--- src/rtl/assert_macros.svh ---
// ----------------------------------------------------------------------------
// assert_macros.svh
// Assertion macros shared by the RTL; empty when SYNTH is defined.
// ----------------------------------------------------------------------------
`ifndef ASSERT_MACROS_SVH
`define ASSERT_MACROS_SVH

`ifndef SYNTH
// same-cycle implication
`define ASSERT_IMPLY(label, clk, rst, lhs, rhs) \
  label: assert property (@(posedge clk) disable iff (rst) (lhs) |-> (rhs)) \
    else $error("implication check failed");
// next-cycle implication
`define ASSERT_NEXT(label, clk, rst, lhs, rhs) \
  label: assert property (@(posedge clk) disable iff (rst) (lhs) |=> (rhs)) \
    else $error("next-cycle check failed");
`else
`define ASSERT_IMPLY(label, clk, rst, lhs, rhs)
`define ASSERT_NEXT(label, clk, rst, lhs, rhs)
`endif

`endif

--- src/rtl/rgbar_pkg.sv ---
// ----------------------------------------------------------------------------
// rgbar_pkg
// Shared types and constants of the rounded gradient bar pixel unit.
// ----------------------------------------------------------------------------
package rgbar_pkg;

  // largest texture the unit draws
  localparam int unsigned MAX_WIDTH  = 64;
  localparam int unsigned MAX_HEIGHT = 32;

  // fixed-point shift of the reciprocal table
  localparam int unsigned RECIP_SHIFT = 18;
  localparam int unsigned RECIP_W     = 19;

  // register indexes of the configuration port
  typedef enum logic [2:0] {
    REG_BAR_WIDTH    = 3'd0,
    REG_BAR_HEIGHT   = 3'd1,
    REG_TOP_COLOR    = 3'd2,
    REG_BOTTOM_COLOR = 3'd3,
    REG_BORDER_COLOR = 3'd4,
    REG_ROUNDED_ENDS = 3'd5,
    REG_STRIPED      = 3'd6
  } cfg_reg_t;

  // stage control handed from the top level to each color lane
  typedef struct packed {
    logic en2;
    logic en3;
    logic en4;
    logic stripe4;
  } lane_ctl_t;

  // floor(2^18 / d) + 1; exact quotient for n * d < 2^18. d = 0 gives 0.
  function automatic logic [RECIP_W-1:0] recip(input logic [4:0] d);
    logic [RECIP_W-1:0] m;
    unique case (d)
      5'd1:    m = 19'd262145;
      5'd2:    m = 19'd131073;
      5'd3:    m = 19'd87382;
      5'd4:    m = 19'd65537;
      5'd5:    m = 19'd52429;
      5'd6:    m = 19'd43691;
      5'd7:    m = 19'd37450;
      5'd8:    m = 19'd32769;
      5'd9:    m = 19'd29128;
      5'd10:   m = 19'd26215;
      5'd11:   m = 19'd23832;
      5'd12:   m = 19'd21846;
      5'd13:   m = 19'd20165;
      5'd14:   m = 19'd18725;
      5'd15:   m = 19'd17477;
      5'd16:   m = 19'd16385;
      5'd17:   m = 19'd15421;
      5'd18:   m = 19'd14564;
      5'd19:   m = 19'd13798;
      5'd20:   m = 19'd13108;
      5'd21:   m = 19'd12484;
      5'd22:   m = 19'd11916;
      5'd23:   m = 19'd11398;
      5'd24:   m = 19'd10923;
      5'd25:   m = 19'd10486;
      5'd26:   m = 19'd10083;
      5'd27:   m = 19'd9710;
      5'd28:   m = 19'd9363;
      5'd29:   m = 19'd9040;
      5'd30:   m = 19'd8739;
      5'd31:   m = 19'd8457;
      default: m = '0;
    endcase
    return m;
  endfunction

endpackage

--- src/rtl/rgbar_lane.sv ---
// ----------------------------------------------------------------------------
// rgbar_lane
// One color channel: vertical gradient through a reciprocal multiply, then
// the one-fifth lightening toward white for stripe columns.
// ----------------------------------------------------------------------------
module rgbar_lane (
  input  logic                                clk,
  input  rgbar_pkg::lane_ctl_t                ctl,
  input  logic [7:0]                          top_chan,
  input  logic [7:0]                          bot_chan,
  input  logic [4:0]                          y1,
  input  logic [rgbar_pkg::RECIP_W-1:0]       m2,
  output logic [7:0]                          lit
);
  import rgbar_pkg::*;

  logic [8:0]  diff;
  logic        neg;
  logic [7:0]  mag;
  logic [7:0]  q;
  logic [7:0]  c;
  logic [7:0]  room;

  // stage 2..4 registers
  logic [12:0] prod;
  logic        neg2;
  logic [7:0]  a2;
  logic [31:0] qm;
  logic        neg3;
  logic [7:0]  a3;
  logic [7:0]  c4;
  logic [15:0] lt4;

  // magnitude and sign of bottom - top
  assign diff = {1'b0, bot_chan} - {1'b0, top_chan};
  assign neg  = diff[8];
  assign mag  = neg ? 8'(-diff) : diff[7:0];

  // |b-a| * y
  always_ff @(posedge clk) begin
    if (ctl.en2) begin
      prod <= 13'(mag * y1);
      neg2 <= neg;
      a2   <= top_chan;
    end
  end

  // divide by (height-1) as a reciprocal multiply
  always_ff @(posedge clk) begin
    if (ctl.en3) begin
      qm   <= 32'(prod * m2);
      neg3 <= neg2;
      a3   <= a2;
    end
  end

  // apply signed quotient, then (255 - c) * 205 for the /5
  assign q    = qm[RECIP_SHIFT +: 8];
  assign c    = neg3 ? a3 - q : a3 + q;
  assign room = 8'hFF - c;

  always_ff @(posedge clk) begin
    if (ctl.en4) begin
      c4  <= c;
      lt4 <= 16'(room * 8'd205);
    end
  end

  // (room * 205) >> 10 equals room / 5 for room below 1024
  assign lit = ctl.stripe4 ? c4 + {2'b00, lt4[15:10]} : c4;

endmodule

--- src/rtl/rounded_gradient_bar_pixel_unit.sv ---
// ----------------------------------------------------------------------------
// rounded_gradient_bar_pixel_unit
// Takes one pixel coordinate per word and returns the RGBA color of a
// progress-bar texture: vertical gradient, optional rounded ends, optional
// stripes and a one-pixel border. The unit is a five-stage pipeline that
// accepts one pixel per clock while no output stall holds it; the per-stage
// ready chain lets a new pixel enter whenever any stage has room, so output
// stalls only stop the unit once all five stages are full. The gradient
// divide by (height-1) is a reciprocal table lookup and a 13x19 multiply;
// configuration writes are taken in any cycle and must only be issued while
// the pipeline is empty.
// ----------------------------------------------------------------------------
`include "assert_macros.svh"

module rounded_gradient_bar_pixel_unit (
  input  logic        clk,
  input  logic        rst,
  // configuration write channel
  input  logic        cfg_valid,
  output logic        cfg_ready,
  input  logic [2:0]  cfg_index,
  input  logic [31:0] cfg_data,
  // pixel coordinate channel
  input  logic        in_valid,
  output logic        in_ready,
  input  logic [5:0]  pixel_x,
  input  logic [4:0]  pixel_y,
  // color channel
  output logic        out_valid,
  input  logic        out_ready,
  output logic [7:0]  red,
  output logic [7:0]  green,
  output logic [7:0]  blue,
  output logic [7:0]  alpha
);
  import rgbar_pkg::*;

  // configuration registers
  logic [6:0]  bar_width;
  logic [5:0]  bar_height;
  logic [31:0] top_color;
  logic [31:0] bottom_color;
  logic [31:0] border_color;
  logic        rounded_ends;
  logic        striped;

  // pipeline valid bits and ready chain
  logic v1, v2, v3, v4, v5;
  logic rdy1, rdy2, rdy3, rdy4, rdy5;

  // stage 1 coordinates
  logic [5:0] x1;
  logic [4:0] y1;

  // stage 1 geometry
  logic [6:0]  w_sat;
  logic [5:0]  h_sat;
  logic [4:0]  r;
  logic [6:0]  x7;
  logic [6:0]  r7;
  logic [5:0]  y6;
  logic [5:0]  r6;
  logic        left;
  logic        right_hit;
  logic [6:0]  dx;
  logic [5:0]  dy;
  logic [4:0]  dxm;
  logic [4:0]  dym;
  logic [10:0] dsq;
  logic        outside;
  logic        border;
  logic        stripe;
  logic [5:0]  dm1;

  // stage 2..4 flags
  logic        outside2, border2, stripe2, round2;
  logic [10:0] dsq2;
  logic [9:0]  rsq2;
  logic [RECIP_W-1:0] m2;
  logic        blank3, border3, stripe3;
  logic        blank4, border4, stripe4;

  lane_ctl_t   ctl;
  logic [7:0]  lit [4];

  // configuration writes; unknown indexes are dropped
  assign cfg_ready = 1'b1;

  always_ff @(posedge clk) begin
    if (rst) begin
      bar_width    <= 7'd48;
      bar_height   <= 6'd18;
      top_color    <= '0;
      bottom_color <= '0;
      border_color <= '0;
      rounded_ends <= 1'b0;
      striped      <= 1'b0;
    end else if (cfg_valid && cfg_ready) begin
      unique case (cfg_index)
        REG_BAR_WIDTH:    bar_width    <= cfg_data[6:0];
        REG_BAR_HEIGHT:   bar_height   <= cfg_data[5:0];
        REG_TOP_COLOR:    top_color    <= cfg_data;
        REG_BOTTOM_COLOR: bottom_color <= cfg_data;
        REG_BORDER_COLOR: border_color <= cfg_data;
        REG_ROUNDED_ENDS: rounded_ends <= cfg_data[0];
        REG_STRIPED:      striped      <= cfg_data[0];
        default: ;
      endcase
    end
  end

  // ready chain: a stage loads when empty or when the next one loads
  assign rdy5     = !v5 || out_ready;
  assign rdy4     = !v4 || rdy5;
  assign rdy3     = !v3 || rdy4;
  assign rdy2     = !v2 || rdy3;
  assign rdy1     = !v1 || rdy2;
  assign in_ready = rdy1;

  always_ff @(posedge clk) begin
    if (rst) begin
      v1 <= 1'b0;
      v2 <= 1'b0;
      v3 <= 1'b0;
      v4 <= 1'b0;
      v5 <= 1'b0;
    end else begin
      if (rdy1) v1 <= in_valid;
      if (rdy2) v2 <= v1;
      if (rdy3) v3 <= v2;
      if (rdy4) v4 <= v3;
      if (rdy5) v5 <= v4;
    end
  end

  // stage 1: capture coordinates
  always_ff @(posedge clk) begin
    if (rdy1) begin
      x1 <= pixel_x;
      y1 <= pixel_y;
    end
  end

  // saturated size and radius
  assign w_sat = (bar_width > 7'(MAX_WIDTH)) ? 7'(MAX_WIDTH) : bar_width;
  assign h_sat = (bar_height > 6'(MAX_HEIGHT)) ? 6'(MAX_HEIGHT) : bar_height;
  assign r     = h_sat[5:1];
  assign x7    = {1'b0, x1};
  assign r7    = {2'b00, r};
  assign y6    = {1'b0, y1};
  assign r6    = {1'b0, r};

  // distance to the end-circle centers
  assign left      = x7 < r7;
  assign right_hit = (x7 + r7) >= w_sat;
  assign dx        = left ? r7 - x7 - 7'd1 : x7 + r7 - w_sat;
  assign dy        = (y6 < r6) ? r6 - y6 - 6'd1 : y6 + 6'd1 - r6;
  assign dxm       = dx[4:0];
  assign dym       = dy[4:0];
  assign dsq       = 11'(dxm * dxm) + 11'(dym * dym);

  // region flags
  assign outside = (x7 >= w_sat) || (y6 >= h_sat);
  assign border  = (y1 == 5'd0) || (y6 == h_sat - 6'd1) ||
                   (x1 == 6'd0) || (x7 == w_sat - 7'd1);
  assign stripe  = striped && !x1[2] && (x7 > r7) && ((x7 + r7) < w_sat);
  assign dm1     = h_sat - 6'd1;

  // stage 2: squares, flags, reciprocal of height-1
  always_ff @(posedge clk) begin
    if (rdy2) begin
      outside2 <= outside;
      border2  <= border;
      stripe2  <= stripe;
      round2   <= rounded_ends && (left || right_hit);
      dsq2     <= dsq;
      rsq2     <= 10'(r * r);
      m2       <= recip(dm1[4:0]);
    end
  end

  // stage 3: circle test
  always_ff @(posedge clk) begin
    if (rdy3) begin
      blank3  <= outside2 || (round2 && (dsq2 > {1'b0, rsq2}));
      border3 <= border2;
      stripe3 <= stripe2;
    end
  end

  // stage 4: flags alongside the lane result
  always_ff @(posedge clk) begin
    if (rdy4) begin
      blank4  <= blank3;
      border4 <= border3;
      stripe4 <= stripe3;
    end
  end

  assign ctl.en2     = rdy2;
  assign ctl.en3     = rdy3;
  assign ctl.en4     = rdy4;
  assign ctl.stripe4 = stripe4;

  // one lane per channel, R G B A from the top byte down
  for (genvar k = 0; k < 4; k++) begin : g_lane
    rgbar_lane u_lane (
      .clk      (clk),
      .ctl      (ctl),
      .top_chan (top_color[31 - 8*k -: 8]),
      .bot_chan (bottom_color[31 - 8*k -: 8]),
      .y1       (y1),
      .m2       (m2),
      .lit      (lit[k])
    );
  end

  // stage 5: blank, border or shaded color
  always_ff @(posedge clk) begin
    if (rdy5) begin
      if (blank4) begin
        red   <= '0;
        green <= '0;
        blue  <= '0;
        alpha <= '0;
      end else if (border4) begin
        red   <= border_color[31:24];
        green <= border_color[23:16];
        blue  <= border_color[15:8];
        alpha <= border_color[7:0];
      end else begin
        red   <= lit[0];
        green <= lit[1];
        blue  <= lit[2];
        alpha <= lit[3];
      end
    end
  end

  assign out_valid = v5;

  // checks
  `ASSERT_IMPLY(a_ready_chain, clk, rst, out_ready, in_ready)
  `ASSERT_NEXT(a_blank_zero, clk, rst, v4 && rdy5 && blank4,
               out_valid && red == 8'd0 && green == 8'd0 && blue == 8'd0 && alpha == 8'd0)
  `ASSERT_NEXT(a_stage_move, clk, rst, v4 && rdy5, out_valid)

endmodule
--- config.mk ---
export PLATFORM = sky130hd
export DESIGN_NAME = rounded_gradient_bar_pixel_unit
export DESIGN_NICKNAME = d
export VERILOG_FILES = /design/src/rtl/rgbar_pkg.sv /design/src/rtl/rgbar_lane.sv /design/src/rtl/rounded_gradient_bar_pixel_unit.sv
export VERILOG_INCLUDE_DIRS = /design/src /design/src/rtl
export SDC_FILE = /design/constraint.sdc
export NUM_CORES = 2
export LEC_CHECK = 0
export CAP_MARGIN = 20
export CORE_MARGIN = 3
export CORE_UTILIZATION = 45
export CTS_CLUSTER_DIAMETER = 150
export DETAILED_ROUTE_END_ITERATION = 7
export DONT_BUFFER_PORTS = 1
export PLACE_DENSITY_LB_ADDON = 0.1
export SLEW_MARGIN = 5
export SYNTH_ARGS = -nofsm -noshare
export SYNTH_HDL_FRONTEND = slang
export SYNTH_SLANG_ARGS = --single-unit
export TNS_END_PERCENT = 30
--- constraint.sdc ---
create_clock -name clk -period 18.6 [get_ports clk]
set_clock_uncertainty 0.1 [all_clocks]
set_input_delay 1.86 -clock clk [delete_from_list [all_inputs] [get_ports clk]]
set_output_delay 1.86 -clock clk [all_outputs]
set_load 0.02 [all_outputs]
## Word level (Yosys, flattened, before mapping)

Memories as Yosys holds them, arrays and structs flattened. A register that Yosys moved wholly into a read port is not among the register bits.
Cells that the tools add are included.

| cells by class | value |
|---|---|
| $lt $le $gt $ge | 10 |
| reductions and logical operators | 32 |
| mux-type cells | 20 |
| equality and inequality tests | 8 |
| add/sub/neg operators | 35 |
| $mul | 15 |

Operators with widths:

| operator | number |
|---|---|
| $mux W8 | 16 |
| $mul A13 B19 Y26 | 4 |
| $mul A8 B8 Y16 const B | 4 |
| $mul A8 B5 Y13 | 4 |
| $sub A8 B8 Y9 | 4 |
| $add A8 B6 Y8 | 4 |
| $add A8 B8 Y8 | 4 |
| $neg A8 Y8 | 4 |
| $sub A8 B8 Y8 | 4 |
| $sub A8 B8 Y8 const A | 4 |
| $mul A5 B5 Y10 | 3 |
| $sub A5 B5 Y5 | 4 |
| $reduce_and A2 Y1 | 7 |
| $add A10 B10 Y11 | 1 |
| $gt A11 B10 Y1 | 1 |
| $logic_or A1 B1 Y1 | 11 |
| $mux W5 | 2 |
| $sub A5 B1 Y5 const B | 2 |
| $eq A3 B3 Y1 const B | 3 |
| $add A6 B5 Y7 | 1 |
| $eq A6 B7 Y1 | 1 |
| $ge A6 B7 Y1 | 1 |
| $ge A7 B7 Y1 | 1 |
| $gt A7 B7 Y1 const B | 1 |
| 19 further kinds | 29 |

| word-level totals | value |
|---|---|
| memories | 1 |
| output and inout port bits | 35 |
| input port bits | 51 |
| register bits after elaboration | 514 |
| logic and storage cells | 183 |
| ROM bits | 608 |

Memories:

| memory | depth | bits a word | rd ports | clocked after Yosys merged registers in | write ports | line | RTL |
|---|---|---|---|---|---|---|---|
| (no name shown) | 32 | 19 | 1 | 1 | 0 | rgbar_pkg.sv:37 | `unique case (d)` |

## Longest topological paths before layout

| logic depth | value |
|---|---|
| word-level depth | 7 |
| depth in mapped cells | 34 |
| depth with buffers taken out | 33 |

## Modules after synthesis

A second synthesis with hierarchy kept.

| second synthesis, totals | value |
|---|---|
| cell total of the unflattened synthesis | 6390 |
| area total of the unflattened synthesis | 59316.9 um2 |

Modules (own cells, without submodules):

| module | cells each | sequential area each (um2) | area an instance (um2) | instances |
|---|---|---|---|---|
| rounded_gradient_bar_pixel_unit | 1300 | 5084.9 | 12057.8 | 1 |
| rgbar_lane at g_lane[3].u_lane | 1285 | 1591.5 | 11866.4 | 1 |
| rgbar_lane at g_lane[0].u_lane | 1276 | 1591.5 | 11856.4 | 1 |
| rgbar_lane at g_lane[1].u_lane | 1268 | 1591.5 | 11805.1 | 1 |
| rgbar_lane at g_lane[2].u_lane | 1261 | 1591.5 | 11731.3 | 1 |

## Worst setup path after synthesis

OpenSTA, ideal clock, no wires.

| path | value |
|---|---|
| path kind | reg2reg |
| from | reg y1[1] |
| to | reg dsq2[10], data pin |
| required time | 18.242 ns |
| stages on the path, launching flop included | 29 |
| arrival | 6.561 ns |
| slack | 11.682 ns |
| library setup time | 0.258 ns |
| path through | edfxtp_1 clkbuf_1 inv_1 clkbuf_1 ha_1 inv_1 ha_1 inv_1 fa_1 xor2_1 o21ai_0 nand2_1 fa_1 inv_1 fa_1 inv_1 fa_1 inv_1 fa_1 ha_1 xnor2_1 ha_1 a21oi_1 o21ai_0 a21o_1 a21o_1 a21o_1 a21oi_1 xnor2_1 |

| between the ends | value |
|---|---|
| word-level cells in the longest chain between the ends | 5 |
| elaborated cells on any way between the ends | 8 |

RTL lines:

| element | line | RTL |
|---|---|---|
| from (decl) | rounded_gradient_bar_pixel_unit.sv:53 | `logic [4:0] y1;` |
| from (signal assigned) | rounded_gradient_bar_pixel_unit.sv:140 | `y1 <= pixel_y;` |
| $add A5 B1 Y5 / $sub A5 B5 Y5 (equally long branches) | rounded_gradient_bar_pixel_unit.sv:157 | `assign dy = (y6 < r6) ? r6 - y6 - 6'd1 : y6 + 6'd1 - r6;` |
| $sub A5 B5 Y5 / $sub A5 B1 Y5 (equally long branches) | rounded_gradient_bar_pixel_unit.sv:157 |  |
| $mux W5 (*) | rounded_gradient_bar_pixel_unit.sv:157 |  |
| $mul A5 B5 Y10 (*) | rounded_gradient_bar_pixel_unit.sv:160 | `assign dsq = 11'(dxm * dxm) + 11'(dym * dym);` |
| $add A10 B10 Y11 (*) | rounded_gradient_bar_pixel_unit.sv:160 |  |
| net dsq[10] | rounded_gradient_bar_pixel_unit.sv:69 | `logic [10:0] dsq;` |
| to (signal assigned) | rounded_gradient_bar_pixel_unit.sv:176 | `dsq2 <= dsq;` |
| to (decl) | rounded_gradient_bar_pixel_unit.sv:77 | `logic [10:0] dsq2;` |

Mark *: on every way through the listed nets, which the timed path passes. The rest lies on a longest branch.
A chain may end at the register's enable or synchronous reset.

## Worst setup path in the final report

Same ends and word-level chain as after synthesis.

==> results.md <==
* Reg2Reg Depth at 26
* Fillcell total at between 10k and 15k
* CORE AREA at 0.126 mm²
* Most common cell in the netlist: inv_1
* GRT Util Overall at 0.225
* CTS sink count at 420
* Seq/Total Area, Yosys at 0.200
* Initial core utilization at 0.454
* Post_cts resized at 0
* Worst-skew pair later-pin latency at 620 ps
* Met3 GRT Util at 0.0227
* CP max FO at 23
* Pre-antenna DRT Iters at 5
* Yosys warning total at 0
* Synthesized area per cell at 9.36 µm²
* Most common cell on crit path: inv_1
* Area leader, netlist: fa_1
* Clock slew at reported path FFs at 70 ps
* Die Area at roughly 0.13 mm²
* Post-route minimum period at just over 8000 ps
* Distinct cell type count after synthesis at 74
* Crit path launch type: register
* Routing usage on met1 at 0.307
* Launching point of the worst reg2reg path: y1[1]
* Synth Cell Area at approximately 0.057 mm²
* Critical Path AT at 8380 ps
* Inserted Clock Buffers at 46
* Critical Path Start: y1[1]
* Sequential cell area at 0.0115 mm²
* Post-CTS Setup Inserts at 0
* Core Rows at 130
* WL/cell at between 15 and 20 µm
* Root buf cell: clkbuf_16
* Met2 Resource Use GR at 0.390
* Placed cell area at between 0.05 and 0.06 mm²
* Top Usage Layer GRT: met2
* Drt total wl at between 100 and 150 mm
* Post-synth EDFFs at 304
* Vias per Instance at ~5.2
* DRC viols at 0
* Cells after Synth at 6,108
* Fin area at between 0.06 and 0.07 mm²
* WS Path Type: reg2reg
* Setup TNS at 0 ps
* First DRT Iteration DRCs at between 2k and 2.5k
* Synth top cells by count: inv_1, nand2_1, fa_1, ha_1, and2_1
* First-pass GRT wire length at about 230 mm
* Worst Tran Pin Value at 980 ps
* RSZ-0062 raised after global routing: no
* Period utilization at 0.437
* Die height at 362 µm
* Final setup viols at 0
* Fmax at about 0.12 GHz
* Max cap viols at 0
* I/O pin cnt at 86
* GPL Wtd Cong at about 0.83
* # port buffers at 0
* Required @ worst endpoint at around 19,000 ps
* Die Width at about 360 µm
* Slowest stage delay, CP at approximately 950 ps
* HP Class: reg2reg
* Worst Hold Launch: g_lane[0].u_lane.a2[1]
* Share of the synthesized area in the top cell type at 0.297
* Gr ovfl total at 0
* Placed Instances at about 7.5k
* Vias in the first global route at 42.6k
* Rel. slew slack at 0.347
* Routed vias at 39.8k
* CP Capture Type: register
* Area contributors post-synth: fa_1, edfxtp_1, ha_1
* CTS tree: built
* Area Overhead vs Synth at 5.49%
* Hold-fix buffers, CTS at 0
* R2R Setup Slk at about 10,000 ps
* H-tree Lvls at 2
* Ys async rst share at 0
* Outcome: finished, final reports clean
* Layout cell share with drive strength beyond 1 at 0.0289
* Final cell count without fillers at approximately 7.6k
* Prevailing post-synth register cell: edfxtp_1
* Clock buffer depth at 3
* Slew Limit Fails at 0
* Antenna Nets Post-Route at 0
* Initial antenna violation count at 10
* Pin count of the biggest net entering global routing at 117
* Multi-input logic area at 0.0405 mm²
* Seq cells post-synth at between 400 and 500
* Setup crit end: dsq2[10]
* R2R Path End: dsq2[10]
* Slowest cell on the critical path: edfxtp_1
* Final hold vios at 0
* Dpl hpwl at around 110 mm
* Final-stage net count at 7,491
-- how the worst min path moves through the flow --
stage / slack (ps) / depth (start not counted) / endpoint
after global routing: 300 / 0 / g_lane[0].u_lane.a3[4]
after detailed placement: 300 / 0 / g_lane[0].u_lane.a3[0]
final: 290 / 0 / g_lane[0].u_lane.a3[1]
after global placement: 300 / 0 / g_lane[3].u_lane.a3[3]
after floorplan: 300 / 0 / blank4
after CTS: 290 / 0 / g_lane[0].u_lane.a3[0]
-- state kept, by name, summed over array words and instances (netlist names), 9 cells and up --
name and cells:
border_color 32, bottom_color 32, dsq2 11, g_lane.u_lane.a2 32, g_lane.u_lane.a3 32, g_lane.u_lane.c4 32
g_lane.u_lane.lt4 24, g_lane.u_lane.prod 52, g_lane.u_lane.qm 32, m2 19, rsq2 9, top_color 32
-- per-layer routing --
| metal | part of all wire | vias up |
|---|---|---|
| met2 | 0.49 | 644 |
| met3 | 0.038 | 150 |
| met5 | 0 | - |
| met1 | 0.45 | 20204 |
| met4 | 0.021 | 0 |
| li1 | - | 18825 |
-- kinds of logic after synthesis --
group           count (synthesis)  share of synthesized area
compound gates                713                     0.0787
xor+xnor                      273                     0.0418
fa+ha+maj                    1498                      0.439
simple gates                 1767                      0.141
other cells                     2                   0.000131
buf+inv                      1400                     0.0922
flops                         420                      0.200
mux                            35                    0.00626
-- placed cells by master, fill, tap and decap left out, types with 28 or more instances in the layout --
master / n
nor2_1: 213
mux2i_1: 29
fa_1: 849
xor2_1: 67
xnor2_1: 206
a21oi_1: 300
a21o_1: 94
clkbuf_16: 47
dfxtp_1: 116
o21ai_0: 78
inv_1: 1121
nor2b_1: 40
nand3_1: 36
nor3_1: 47
ha_1: 649
a211oi_1: 32
o211ai_1: 28
and2_1: 354
buf_4: 57
o21bai_1: 41
nand2_1: 961
edfxtp_1: 304
-- through the flow --
stage,worst slack (ps),util,hold slack [ps]
after floorplan,11680,-,300
after global placement,10520,0.466,302
after detailed placement,10440,0.466,305
after CTS,10420,0.479,287
after global routing,9890,0.479,303
final,10480,0.479,292
-- worst max-delay path, delay by kind of cell (launching register included) --
| family | cells | cell delay [ps] |
|---|---|---|
| simple gates | 1 | 210 |
| xor+xnor | 3 | 350 |
| fa+ha+maj | 9 | 3680 |
| compound gates | 7 | 1630 |
| buf+inv | 6 | 920 |
| flops | 1 | 950 |
-- area by class of cell --
class                           instances  area share
Clock buffer                           59      0.0209
Multi-Input combinational cell       4290       0.671
Tap cell                             1650      0.0342
Timing Repair Buffer                   57     0.00710
Antenna cell                            4    0.000166
Sequential cell                       420       0.190
Clock inverter                         27     0.00624
Inverter                             1127      0.0702
Power is not shown: default switching activity piles up to over one toggle a cycle in this logic, so the estimate is an artifact.
